File: src/atan2ra_pkg.sv
// ----------------------------------------------------------------------------
// atan2ra_pkg
// Shared widths, constants and types for the rational atan2 approximation.
// ----------------------------------------------------------------------------
package atan2ra_pkg;

  localparam int unsigned ANGLE_FRAC_BITS_DEF = 13;

  localparam int unsigned IN_W    = 16;
  localparam int unsigned ANGLE_W = 16;
  localparam int unsigned MAG_W   = 16;
  localparam int unsigned PROD_W  = 2 * MAG_W;
  // 25*big^2 + 7*small^2 reaches 2^35 when both magnitudes are 2^15
  localparam int unsigned DIV_W   = 36;

  // pi * 2^29, rounded
  localparam logic [63:0] PI_Q29 = 64'd1686629713;

  localparam logic signed [ANGLE_W-1:0] ANGLE_MAX = 16'sh7fff;
  localparam logic signed [ANGLE_W-1:0] ANGLE_MIN = 16'sh8000;

  typedef struct packed {
    logic x_zero;
    logic y_zero;
    logic x_neg;
    logic y_neg;
    logic swap;
  } ctl_t;

endpackage

File: src/atan2ra_if.sv
// ----------------------------------------------------------------------------
// atan2ra_in_if / atan2ra_out_if
// Valid/ready channels carrying the (y, x) request and the angle result.
// ----------------------------------------------------------------------------
interface atan2ra_in_if;
  logic                                   valid;
  logic                                   ready;
  logic signed [atan2ra_pkg::IN_W-1:0]    y_value;
  logic signed [atan2ra_pkg::IN_W-1:0]    x_value;

  modport source (output valid, output y_value, output x_value, input ready);
  modport sink   (input valid, input y_value, input x_value, output ready);
endinterface

interface atan2ra_out_if;
  logic                                   valid;
  logic                                   ready;
  logic signed [atan2ra_pkg::ANGLE_W-1:0] angle;

  modport source (output valid, output angle, input ready);
  modport sink   (input valid, input angle, output ready);
endinterface

File: src/atan2ra_div.sv
// ----------------------------------------------------------------------------
// atan2ra_div
// Pipelined restoring divider, one quotient bit per stage, for num < den.
// ----------------------------------------------------------------------------
module atan2ra_div #(
  parameter int unsigned QW = atan2ra_pkg::ANGLE_FRAC_BITS_DEF + 1
) (
  input  logic                            clk_i,
  input  logic                            rst_ni,
  input  logic                            in_valid_i,
  output logic                            in_ready_o,
  input  logic [atan2ra_pkg::DIV_W-1:0]   num_i,
  input  logic [atan2ra_pkg::DIV_W-1:0]   den_i,
  input  atan2ra_pkg::ctl_t               ctl_i,
  output logic                            out_valid_o,
  input  logic                            out_ready_i,
  output logic [QW-1:0]                   quo_o,
  output atan2ra_pkg::ctl_t               ctl_o
);

  localparam int unsigned DW = atan2ra_pkg::DIV_W;

  logic                  v_q   [QW];
  logic [DW-1:0]         rem_q [QW];
  logic [DW-1:0]         den_q [QW];
  logic [QW-1:0]         quo_q [QW];
  atan2ra_pkg::ctl_t     ctl_q [QW];
  logic [QW:0]           rdy;

  assign rdy[QW]    = out_ready_i;
  assign in_ready_o = rdy[0];

  for (genvar k = 0; k < QW; k++) begin : g_stage
    logic              v_in;
    logic [DW-1:0]     rem_in;
    logic [DW-1:0]     den_in;
    logic [QW-1:0]     quo_in;
    atan2ra_pkg::ctl_t ctl_in;
    logic [DW:0]       dbl;
    logic [DW:0]       diff;
    logic              take;
    logic [DW-1:0]     rem_d;
    logic [QW-1:0]     quo_d;

    if (k == 0) begin : g_first
      assign v_in   = in_valid_i;
      assign rem_in = num_i;
      assign den_in = den_i;
      assign quo_in = '0;
      assign ctl_in = ctl_i;
    end else begin : g_next
      assign v_in   = v_q[k-1];
      assign rem_in = rem_q[k-1];
      assign den_in = den_q[k-1];
      assign quo_in = quo_q[k-1];
      assign ctl_in = ctl_q[k-1];
    end

    assign rdy[k] = !v_q[k] || rdy[k+1];

    always_comb begin
      dbl   = {rem_in, 1'b0};
      diff  = dbl - {1'b0, den_in};
      take  = (dbl >= {1'b0, den_in});
      rem_d = take ? diff[DW-1:0] : dbl[DW-1:0];
      quo_d = {quo_in[QW-2:0], take};
    end

    always_ff @(posedge clk_i or negedge rst_ni) begin
      if (!rst_ni) begin
        v_q[k] <= 1'b0;
      end else if (rdy[k]) begin
        v_q[k] <= v_in;
      end
    end

    always_ff @(posedge clk_i) begin
      if (rdy[k] && v_in) begin
        rem_q[k] <= rem_d;
        den_q[k] <= den_in;
        quo_q[k] <= quo_d;
        ctl_q[k] <= ctl_in;
      end
    end
  end

  assign out_valid_o = v_q[QW-1];
  assign quo_o       = quo_q[QW-1];
  assign ctl_o       = ctl_q[QW-1];

endmodule

File: src/atan2_rational_approx.sv
// The block returns atan2(y, x) in radians with ANGLE_FRAC_BITS fractional bits for each
// signed 16-bit (y, x) request, using the 0.28 rational approximation with 0.28 taken as
// 7/25. It takes one request every clock while the pipe is not stalled and returns one
// result per request, in order. Registers hold magnitude select, the products and the
// constant-weighted sums in turn; the restoring divider then produces one quotient bit per
// stage, and a last register holds rounding, quadrant offset and saturation. Each stage
// holds its item while the next one cannot take it, so a stalled result register lets
// the pipe keep filling.
// ----------------------------------------------------------------------------
// atan2_rational_approx
// Fixed-point four-quadrant arctangent, fully pipelined.
// ----------------------------------------------------------------------------
module atan2_rational_approx #(
  parameter int unsigned ANGLE_FRAC_BITS = atan2ra_pkg::ANGLE_FRAC_BITS_DEF
) (
  input  logic                 clk_i,
  input  logic                 rst_ni,
  atan2ra_in_if.sink           req_i,
  atan2ra_out_if.source        res_o
);

  localparam int unsigned F     = ANGLE_FRAC_BITS;
  localparam int unsigned QW    = F + 1;
  localparam int unsigned RW    = (F + 4 > 17) ? F + 4 : 17;
  localparam int unsigned MW    = atan2ra_pkg::MAG_W;
  localparam int unsigned PW    = atan2ra_pkg::PROD_W;
  localparam int unsigned DW    = atan2ra_pkg::DIV_W;
  localparam int unsigned AW    = atan2ra_pkg::ANGLE_W;

  localparam logic [63:0] PI_FULL  =
    (atan2ra_pkg::PI_Q29 + (64'd1 << (28 - F))) >> (29 - F);
  localparam logic [63:0] HPI_FULL =
    (atan2ra_pkg::PI_Q29 + (64'd1 << (29 - F))) >> (30 - F);
  localparam logic signed [RW-1:0] PI_FIX  = PI_FULL[RW-1:0];
  localparam logic signed [RW-1:0] HPI_FIX = HPI_FULL[RW-1:0];
  localparam logic signed [RW-1:0] SAT_HI  = RW'(atan2ra_pkg::ANGLE_MAX);
  localparam logic signed [RW-1:0] SAT_LO  = RW'(atan2ra_pkg::ANGLE_MIN);
  localparam logic [QW-1:0]        RATIO_MAX = QW'(((64'd25 << F) >> 5) + 64'd1);

  // stage 1: magnitudes and ordering
  logic              v1_q, v2_q, v3_q;
  logic              r1, r2, r3;
  logic [MW-1:0]     big_q, small_q;
  atan2ra_pkg::ctl_t ctl1_q, ctl2_q, ctl3_q;
  logic [MW-1:0]     ax, ay;
  atan2ra_pkg::ctl_t ctl1_d;

  // stage 2: products
  logic [PW-1:0]     bb_q, ss_q, bs_q;

  // stage 3: numerator and denominator
  logic [DW-1:0]     num_q, den_q;

  // divider
  logic              div_in_ready;
  logic              div_valid;
  logic [QW-1:0]     div_quo;
  atan2ra_pkg::ctl_t div_ctl;

  // output stage
  logic              out_valid_q;
  logic [AW-1:0]     angle_q;
  logic              out_rdy;
  logic [QW:0]       qinc;
  logic [QW-1:0]     qmag;
  logic signed [RW-1:0] r_pos, r_sgn, res;
  logic [AW-1:0]     angle_d;

  function automatic int unsigned IN_MSB();
    return atan2ra_pkg::IN_W - 1;
  endfunction

  assign out_rdy     = !out_valid_q || res_o.ready;
  assign r3          = !v3_q || div_in_ready;
  assign r2          = !v2_q || r3;
  assign r1          = !v1_q || r2;
  assign req_i.ready = r1;

  always_comb begin
    ax = req_i.x_value[IN_MSB()] ? MW'(-req_i.x_value) : MW'(req_i.x_value);
    ay = req_i.y_value[IN_MSB()] ? MW'(-req_i.y_value) : MW'(req_i.y_value);
    ctl1_d.x_zero = (req_i.x_value == '0);
    ctl1_d.y_zero = (req_i.y_value == '0);
    ctl1_d.x_neg  = req_i.x_value[IN_MSB()];
    ctl1_d.y_neg  = req_i.y_value[IN_MSB()];
    ctl1_d.swap   = (ay >= ax);
  end

  always_ff @(posedge clk_i or negedge rst_ni) begin
    if (!rst_ni) begin
      v1_q <= 1'b0;
      v2_q <= 1'b0;
      v3_q <= 1'b0;
    end else begin
      if (r1) begin
        v1_q <= req_i.valid;
      end
      if (r2) begin
        v2_q <= v1_q;
      end
      if (r3) begin
        v3_q <= v2_q;
      end
    end
  end

  always_ff @(posedge clk_i) begin
    if (r1 && req_i.valid) begin
      big_q   <= ctl1_d.swap ? ay : ax;
      small_q <= ctl1_d.swap ? ax : ay;
      ctl1_q  <= ctl1_d;
    end
    if (r2 && v1_q) begin
      bb_q   <= big_q * big_q;
      ss_q   <= small_q * small_q;
      bs_q   <= big_q * small_q;
      ctl2_q <= ctl1_q;
    end
    if (r3 && v2_q) begin
      den_q  <= (DW'(bb_q) << 4) + (DW'(bb_q) << 3) + DW'(bb_q)
              + (DW'(ss_q) << 2) + (DW'(ss_q) << 1) + DW'(ss_q);
      num_q  <= (DW'(bs_q) << 4) + (DW'(bs_q) << 3) + DW'(bs_q);
      ctl3_q <= ctl2_q;
    end
  end

  atan2ra_div #(
    .QW (QW)
  ) u_div (
    .clk_i       (clk_i),
    .rst_ni      (rst_ni),
    .in_valid_i  (v3_q),
    .in_ready_o  (div_in_ready),
    .num_i       (num_q),
    .den_i       (den_q),
    .ctl_i       (ctl3_q),
    .out_valid_o (div_valid),
    .out_ready_i (out_rdy),
    .quo_o       (div_quo),
    .ctl_o       (div_ctl)
  );

  always_comb begin
    qinc  = {1'b0, div_quo} + (QW + 1)'(1);
    qmag  = qinc[QW:1];
    r_pos = RW'(qmag);
    r_sgn = (div_ctl.x_neg ^ div_ctl.y_neg) ? -r_pos : r_pos;
    if (div_ctl.x_zero) begin
      if (div_ctl.y_zero) begin
        res = '0;
      end else if (div_ctl.y_neg) begin
        res = -HPI_FIX;
      end else begin
        res = HPI_FIX;
      end
    end else if (!div_ctl.swap) begin
      if (!div_ctl.x_neg) begin
        res = r_sgn;
      end else if (div_ctl.y_neg) begin
        res = r_sgn - PI_FIX;
      end else begin
        res = r_sgn + PI_FIX;
      end
    end else begin
      res = div_ctl.y_neg ? (HPI_FIX - r_sgn - PI_FIX) : (HPI_FIX - r_sgn);
    end
    if (res > SAT_HI) begin
      angle_d = atan2ra_pkg::ANGLE_MAX;
    end else if (res < SAT_LO) begin
      angle_d = atan2ra_pkg::ANGLE_MIN;
    end else begin
      angle_d = res[AW-1:0];
    end
  end

  always_ff @(posedge clk_i or negedge rst_ni) begin
    if (!rst_ni) begin
      out_valid_q <= 1'b0;
    end else if (out_rdy) begin
      out_valid_q <= div_valid;
    end
  end

  always_ff @(posedge clk_i) begin
    if (out_rdy && div_valid) begin
      angle_q <= angle_d;
    end
  end

  assign res_o.valid = out_valid_q;
  assign res_o.angle = angle_q;

`ifndef SYNTHESIS
  // any backpressure on the request side comes from a held result
  a_stall_source: assert property (@(posedge clk_i) disable iff (!rst_ni)
    !req_i.ready |-> out_valid_q)
    else $error("request stalled with empty result register");

  // the rational term never exceeds 25/32 of a radian by more than one LSB of rounding
  a_ratio_bound: assert property (@(posedge clk_i) disable iff (!rst_ni)
    (div_valid && !div_ctl.x_zero) |-> (qmag <= RATIO_MAX))
    else $error("ratio term out of range");

  // a delivered angle stays within plus or minus pi when pi fits the output
  a_angle_range: assert property (@(posedge clk_i) disable iff (!rst_ni)
    (out_valid_q && (PI_FIX <= SAT_HI)) |->
      (($signed(RW'($signed(angle_q))) <= PI_FIX) &&
       ($signed(RW'($signed(angle_q))) >= -PI_FIX)))
    else $error("angle outside minus pi to pi");

  // a held result keeps its value until taken
  a_hold_result: assert property (@(posedge clk_i) disable iff (!rst_ni)
    (out_valid_q && !res_o.ready) |=> $stable(angle_q))
    else $error("held result changed");
`endif

endmodule

File: src/flat_wrapper.sv
// flat-port wrapper written by rule: the top's interface ports become plain ports
module atan2_rational_approx_flat 
#(
  parameter int unsigned ANGLE_FRAC_BITS = atan2ra_pkg::ANGLE_FRAC_BITS_DEF
)
  (clk_i, rst_ni, req_i_valid, req_i_y_value, req_i_x_value, req_i_ready, res_o_valid, res_o_angle, res_o_ready);
  atan2ra_in_if req_i_i ();
  atan2ra_out_if res_o_i ();
  input  logic clk_i;
  input  logic rst_ni;
  input wire logic [$bits(req_i_i.valid)-1:0] req_i_valid;
  input wire logic [$bits(req_i_i.y_value)-1:0] req_i_y_value;
  input wire logic [$bits(req_i_i.x_value)-1:0] req_i_x_value;
  output wire logic [$bits(req_i_i.ready)-1:0] req_i_ready;
  output wire logic [$bits(res_o_i.valid)-1:0] res_o_valid;
  output wire logic [$bits(res_o_i.angle)-1:0] res_o_angle;
  input wire logic [$bits(res_o_i.ready)-1:0] res_o_ready;
  assign req_i_i.valid = req_i_valid;
  assign req_i_i.y_value = req_i_y_value;
  assign req_i_i.x_value = req_i_x_value;
  assign req_i_ready = req_i_i.ready;
  assign res_o_valid = res_o_i.valid;
  assign res_o_angle = res_o_i.angle;
  assign res_o_i.ready = res_o_ready;
  atan2_rational_approx #(.ANGLE_FRAC_BITS(ANGLE_FRAC_BITS)) u_core (.clk_i(clk_i), .rst_ni(rst_ni), .req_i(req_i_i), .res_o(res_o_i));
endmodule
File: config.mk
export PLATFORM = sky130hd
export DESIGN_NAME = atan2_rational_approx_flat
export DESIGN_NICKNAME = d
export VERILOG_FILES = /design/src/atan2ra_pkg.sv /design/src/atan2ra_if.sv /design/src/atan2ra_div.sv /design/src/atan2_rational_approx.sv /design/src/flat_wrapper.sv
export SDC_FILE = /design/constraint.sdc
export NUM_CORES = 2
export LEC_CHECK = 0
export BUFFER_PORTS_ARGS = -buffer_cell sky130_fd_sc_hd__buf_2
export CORE_MARGIN = 4
export CORE_UTILIZATION = 40
export CTS_CLUSTER_SIZE = 28
export DETAILED_ROUTE_END_ITERATION = 12
export HOLD_SLACK_MARGIN = 0.1
export PLACE_DENSITY_LB_ADDON = 0.05
export SLEW_MARGIN = 10
export SYNTH_ARGS = -nofsm -noshare
export SYNTH_HDL_FRONTEND = slang
export SYNTH_HIERARCHICAL = 1
export SYNTH_SLANG_ARGS = --single-unit
File: constraint.sdc
create_clock -name clk_i -period 15.5 [get_ports clk_i]
set_clock_uncertainty 0.1 [all_clocks]
set_input_delay 2.325 -clock clk_i [delete_from_list [all_inputs] [get_ports clk_i]]
set_output_delay 2.325 -clock clk_i [all_outputs]
set_load 0.01 [all_outputs]
==> results.md <==
- Largest family of logic cells by synthesized area: adder cells
- Core Footprint: between 0.2 and 0.3 mm²
- Final setup viols: 0
- Area share of the largest cell type after synthesis: 0.385
- Post-DR vias/cell: between 5 and 6
- Fill count: 24800
- Xor and xnor fraction of the mapped netlist area: 0.0521
- Horizontal die dimension: slightly above 500 µm
- Post-synthesis area per instance: 10.5 µm²
- Arrival time reported for the critical path endpoint: around 5.8 ns
- Last weighted congestion value of the routability-driven placer: around 0.86
- Remaining antenna violation count after routing: 0
- Critical path's top delay family: simple AND/OR/NAND/NOR gates
- Class of the tightest hold or removal check: flip-flop to flip-flop
- Cell area after technology mapping: about 0.10 mm²
- Antenna violations before repair: 6
- NumNets Final: 11600
- DRT Wirelength: between 200000 and 300000 µm
- Cell taking the most area after synthesis: sky130_fd_sc_hd__edfxtp_1
- Largest fanout of any net on the critical path: 5
- Fin crit share: 0.528
- Post-route met1 wirelength: between 100000 and 150000 µm
- Length of routed met3 wiring: roughly 9700 µm
- TritonCTS clock tree: done
- Critical-path top delay cell: sky130_fd_sc_hd__nand3_1
- Global-route wire length before repair: approximately 430000 µm
- Crit path time final: 8.19 ns
- Cts bufs inserted: around 160
- Number of failing hold endpoints at the final stage: 0
- Total area of multi-input combinational cells: 0.0579 mm²
- Share of async-settable or async-resettable flops after synthesis: 0.0133
- Transition time at the pin with the least slew margin: approximately 1.2 ns
- Crit-path cells: buf_2 > nand2b_1 > nand4b_1 > inv_1 > and3_1 > and3_1 > nand3_1 > nor2_1 > nand3_1 > inv_1 > nand3_1 > nor2b_1 > nand3_1 > buf_2
- Number of I/O port buffers: 53
- Non-filler cells in the finished layout: roughly 14000
- Remaining global-route overflow: 0
- Number of buffer and inverter stages on the critical path: 4
- Run status: finished, final reports clean
- # clock sinks: 1358
- RSZ-0062 raised after global routing: no
- Drt first pass iters: 6
- Flip-flop and latch count after synthesis: approximately 1400
- Mux contribution to synthesized area: 0.0124
- Hold bufs inserted after CTS: 0
- Post-Synthesis Net Count: 11600
- Final total negative setup slack: 0 ns
- Final critical-path setup slack: approximately 7.3 ns
- Routed wl met2: about 140000 µm
- Largest stage delay on the critical path: 0.44 ns
- Post-synthesis instance total: about 10000
- Max layer used: met4
- Sort of element at the end of the critical path: output port
- Area of the die: around 0.27 mm²
- Post-detailed-route DRC marker count: 0
- Via count of the first global-routing pass: a little over 70000
- Number of buffers on the longest clock path: 3
- Register area: 0.0407 mm²
- Ranking of synthesized cells by area: sky130_fd_sc_hd__edfxtp_1 38%, sky130_fd_sc_hd__fa_1 13%, sky130_fd_sc_hd__ha_1 11%
- Post-place setup slack: ~7.5 ns
- Overall fraction of global-route tracks in use: 0.205
- Share of final-layout standard cells stronger than drive strength 1: 0.0551
- Height of the chip: approximately 520 µm
- Row count: 187
- Synth warn: 6
- Post-synthesis compound-gate area fraction: 0.135
- Routed length per instance: roughly 21 µm
- Utilization after layout: 0.439
- Startpoint of the tightest hold check path: u_core/u_div/quo_q[0][70]$_DFFE_PP_
- Highest Clock Rate: about 120 MHz
- Worst flop-to-flop path startpoint: u_core/big_q[8]$_DFFE_PP_
- Arithmetic-cell share of the synthesized area counting full adders, half adders and majority gates: 0.240
- Vias: a little over 70000
- Critical path data required time: roughly 13 ns
- Prevailing post-synth register cell: sky130_fd_sc_hd__edfxtp_1
- Clock insertion delay at the later pin of the skew report: just over 0.8 ns
- Kind of launch point of the worst setup path: primary input
- Share of synthesized area occupied by flip-flops and latches: 0.389
- DRC violation total after the first TritonRoute iteration: between 4000 and 5000
- Estimated wirelength of the detail-placed design: roughly 220000 µm
- CP startpoint: res_o_ready
- Worst relative slew slack: 0.231
- Resized Gates After CTS: 0
- Pin count of the biggest net entering global routing: 74
- Post-placement cell count: approximately 13000
- Clock transition at the registers of the reported paths: around 0.060 ns
- Critical path's most frequent cell: sky130_fd_sc_hd__nand3_1
- Critical Setup Path Class: primary input to output port
- Number of flops mapped to enable cells by yosys: between 1000 and 1500
- Area grow syn2layout: 9.02%
- Top library cells by usage in the layout, fill and taps aside: 1340 x sky130_fd_sc_hd__edfxtp_1, 1281 x sky130_fd_sc_hd__inv_1, 938 x sky130_fd_sc_hd__nand2_1
- Cell at the root of the clock tree: sky130_fd_sc_hd__clkbuf_16
- Number of maximum-capacitance violations: 0
- H-tree levels: 4
- Number of library cell types mapped by synthesis: approximately 110
- Number of primary I/O pins: 54
- Number of max-slew violations in the final report: 0
- Postcts setup bufs: 0
- Post-synthesis simple-gate area fraction: 0.112
- Commonest non-fill, non-tap cell in the layout: sky130_fd_sc_hd__edfxtp_1
- Initial cell density of the core: 0.402
-- flip-flops by register name, summed over array words and instances, names as in the netlist, 32 cells and up --
signal / flops
u_core/u_div/quo_q: 105
u_core/bs_q: 32
u_core/den_q: 36
u_core/u_div/rem_q: 468
u_core/num_q: 36
u_core/u_div/den_q: 468
u_core/u_div/ctl_q: 70
-- per-layer routing --
layer | vias to the layer above | track usage
li1 | 34700 | -
met1 | 35400 | 0.268
met2 | 1219 | 0.360
met3 | 314 | 0.0232
met4 | 0 | 0.0556
met5 | - | 0
-- layout make-up --
cell class	instances	share of cell area
Clock buffer	186	0.0362
Antenna cell	1	0.0000219
Inverter	1295	0.0426
Timing Repair Buffer	118	0.00661
Clock inverter	106	0.0116
Multi-Input combinational cell	7036	0.508
Sequential cell	1358	0.357
Tap cell	3496	0.0384
-- kinds of logic after synthesis --
kind of cell / count (synthesis)
adders and majority gates: 1601
xor gates and xnor gates: 617
buffers and inverters: 1592
and+or+nand+nor: 2447
DFF: 1358
AOI/OAI and AO/OA: 2251
other: 1
muxes: 119
-- worst reg2reg max path, stage by stage (launching register included) --
cell	delay (ns)
sky130_fd_sc_hd__edfxtp_1	0.31
sky130_fd_sc_hd__buf_4	0.38
sky130_fd_sc_hd__clkinv_1	0.58
sky130_fd_sc_hd__nor2_1	0.32
sky130_fd_sc_hd__fa_1	0.42
sky130_fd_sc_hd__inv_1	0.08
sky130_fd_sc_hd__fa_1	0.41
sky130_fd_sc_hd__inv_1	0.09
sky130_fd_sc_hd__fa_1	0.45
sky130_fd_sc_hd__fa_1	0.50
sky130_fd_sc_hd__fa_1	0.55
sky130_fd_sc_hd__inv_1	0.06
sky130_fd_sc_hd__fa_1	0.53
sky130_fd_sc_hd__inv_1	0.04
sky130_fd_sc_hd__ha_1	0.35
sky130_fd_sc_hd__a21o_1	0.19
sky130_fd_sc_hd__a21oi_1	0.24
sky130_fd_sc_hd__nand2_1	0.14
sky130_fd_sc_hd__nand3_1	0.10
sky130_fd_sc_hd__nand2_1	0.06
sky130_fd_sc_hd__a211oi_1	0.37
sky130_fd_sc_hd__o31ai_1	0.22
sky130_fd_sc_hd__o21ai_0	0.22
sky130_fd_sc_hd__o21ai_0	0.19
sky130_fd_sc_hd__a221o_1	0.37
sky130_fd_sc_hd__a21oi_1	0.17
sky130_fd_sc_hd__xnor2_1	0.08
-- Yosys cell counts, types with 33 or more instances --
cell,number
sky130_fd_sc_hd__or3_1,33
sky130_fd_sc_hd__and2_1,249
sky130_fd_sc_hd__nor3_1,91
sky130_fd_sc_hd__buf_2,44
sky130_fd_sc_hd__a21o_1,325
sky130_fd_sc_hd__nand4_1,86
sky130_fd_sc_hd__edfxtp_1,1340
sky130_fd_sc_hd__o21bai_1,94
sky130_fd_sc_hd__fa_1,682
sky130_fd_sc_hd__a31oi_1,75
sky130_fd_sc_hd__xor2_1,266
sky130_fd_sc_hd__mux2_2,78
sky130_fd_sc_hd__nor2b_1,90
sky130_fd_sc_hd__nand2_1,938
sky130_fd_sc_hd__xnor2_1,347
sky130_fd_sc_hd__o31ai_1,54
sky130_fd_sc_hd__nand2b_1,132
sky130_fd_sc_hd__o211ai_1,35
sky130_fd_sc_hd__o21a_1,71
sky130_fd_sc_hd__mux2i_1,40
sky130_fd_sc_hd__and3_1,63
sky130_fd_sc_hd__clkbuf_1,222
sky130_fd_sc_hd__a211oi_1,54
sky130_fd_sc_hd__ha_1,919
sky130_fd_sc_hd__nor2_1,476
sky130_fd_sc_hd__o21ai_0,585
sky130_fd_sc_hd__a21oi_1,638
sky130_fd_sc_hd__nand3_1,137
sky130_fd_sc_hd__inv_1,1281
-- final timing paths --
kind / end / slack (ns) / depth (start not counted)
worst max register to register: u_core/bs_q[31]$_DFFE_PP_ / 7.75 / 26
worst min-delay path: u_core/u_div/quo_q[0][85]$_DFFE_PP_ / 0.31 / 0
min in group asynchronous: u_core/res_o.valid$_DFFE_PN0N_ / 1.40 / 1
worst max-delay path: req_i_ready / 7.31 / 14
max in group asynchronous: u_core/u_div/g_stage[2].v_in$_DFFE_PN0P_ / 13.47 / 1
worst min register to register: u_core/u_div/quo_q[0][85]$_DFFE_PP_ / 0.31 / 0
-- stage by stage --
stage,instance area (µm²),hold WS [ns]
2_1_floorplan,105000,0.300
3_3_place_gp,109000,0.300
3_5_place_dp,109000,0.305
4_1_cts,114000,0.295
5_1_grt,114000,0.306
6_report,114000,0.305
Power is left out: the tool's default activity adds up to more than one toggle a clock period on the data nets, which glitch-free logic cannot reach.
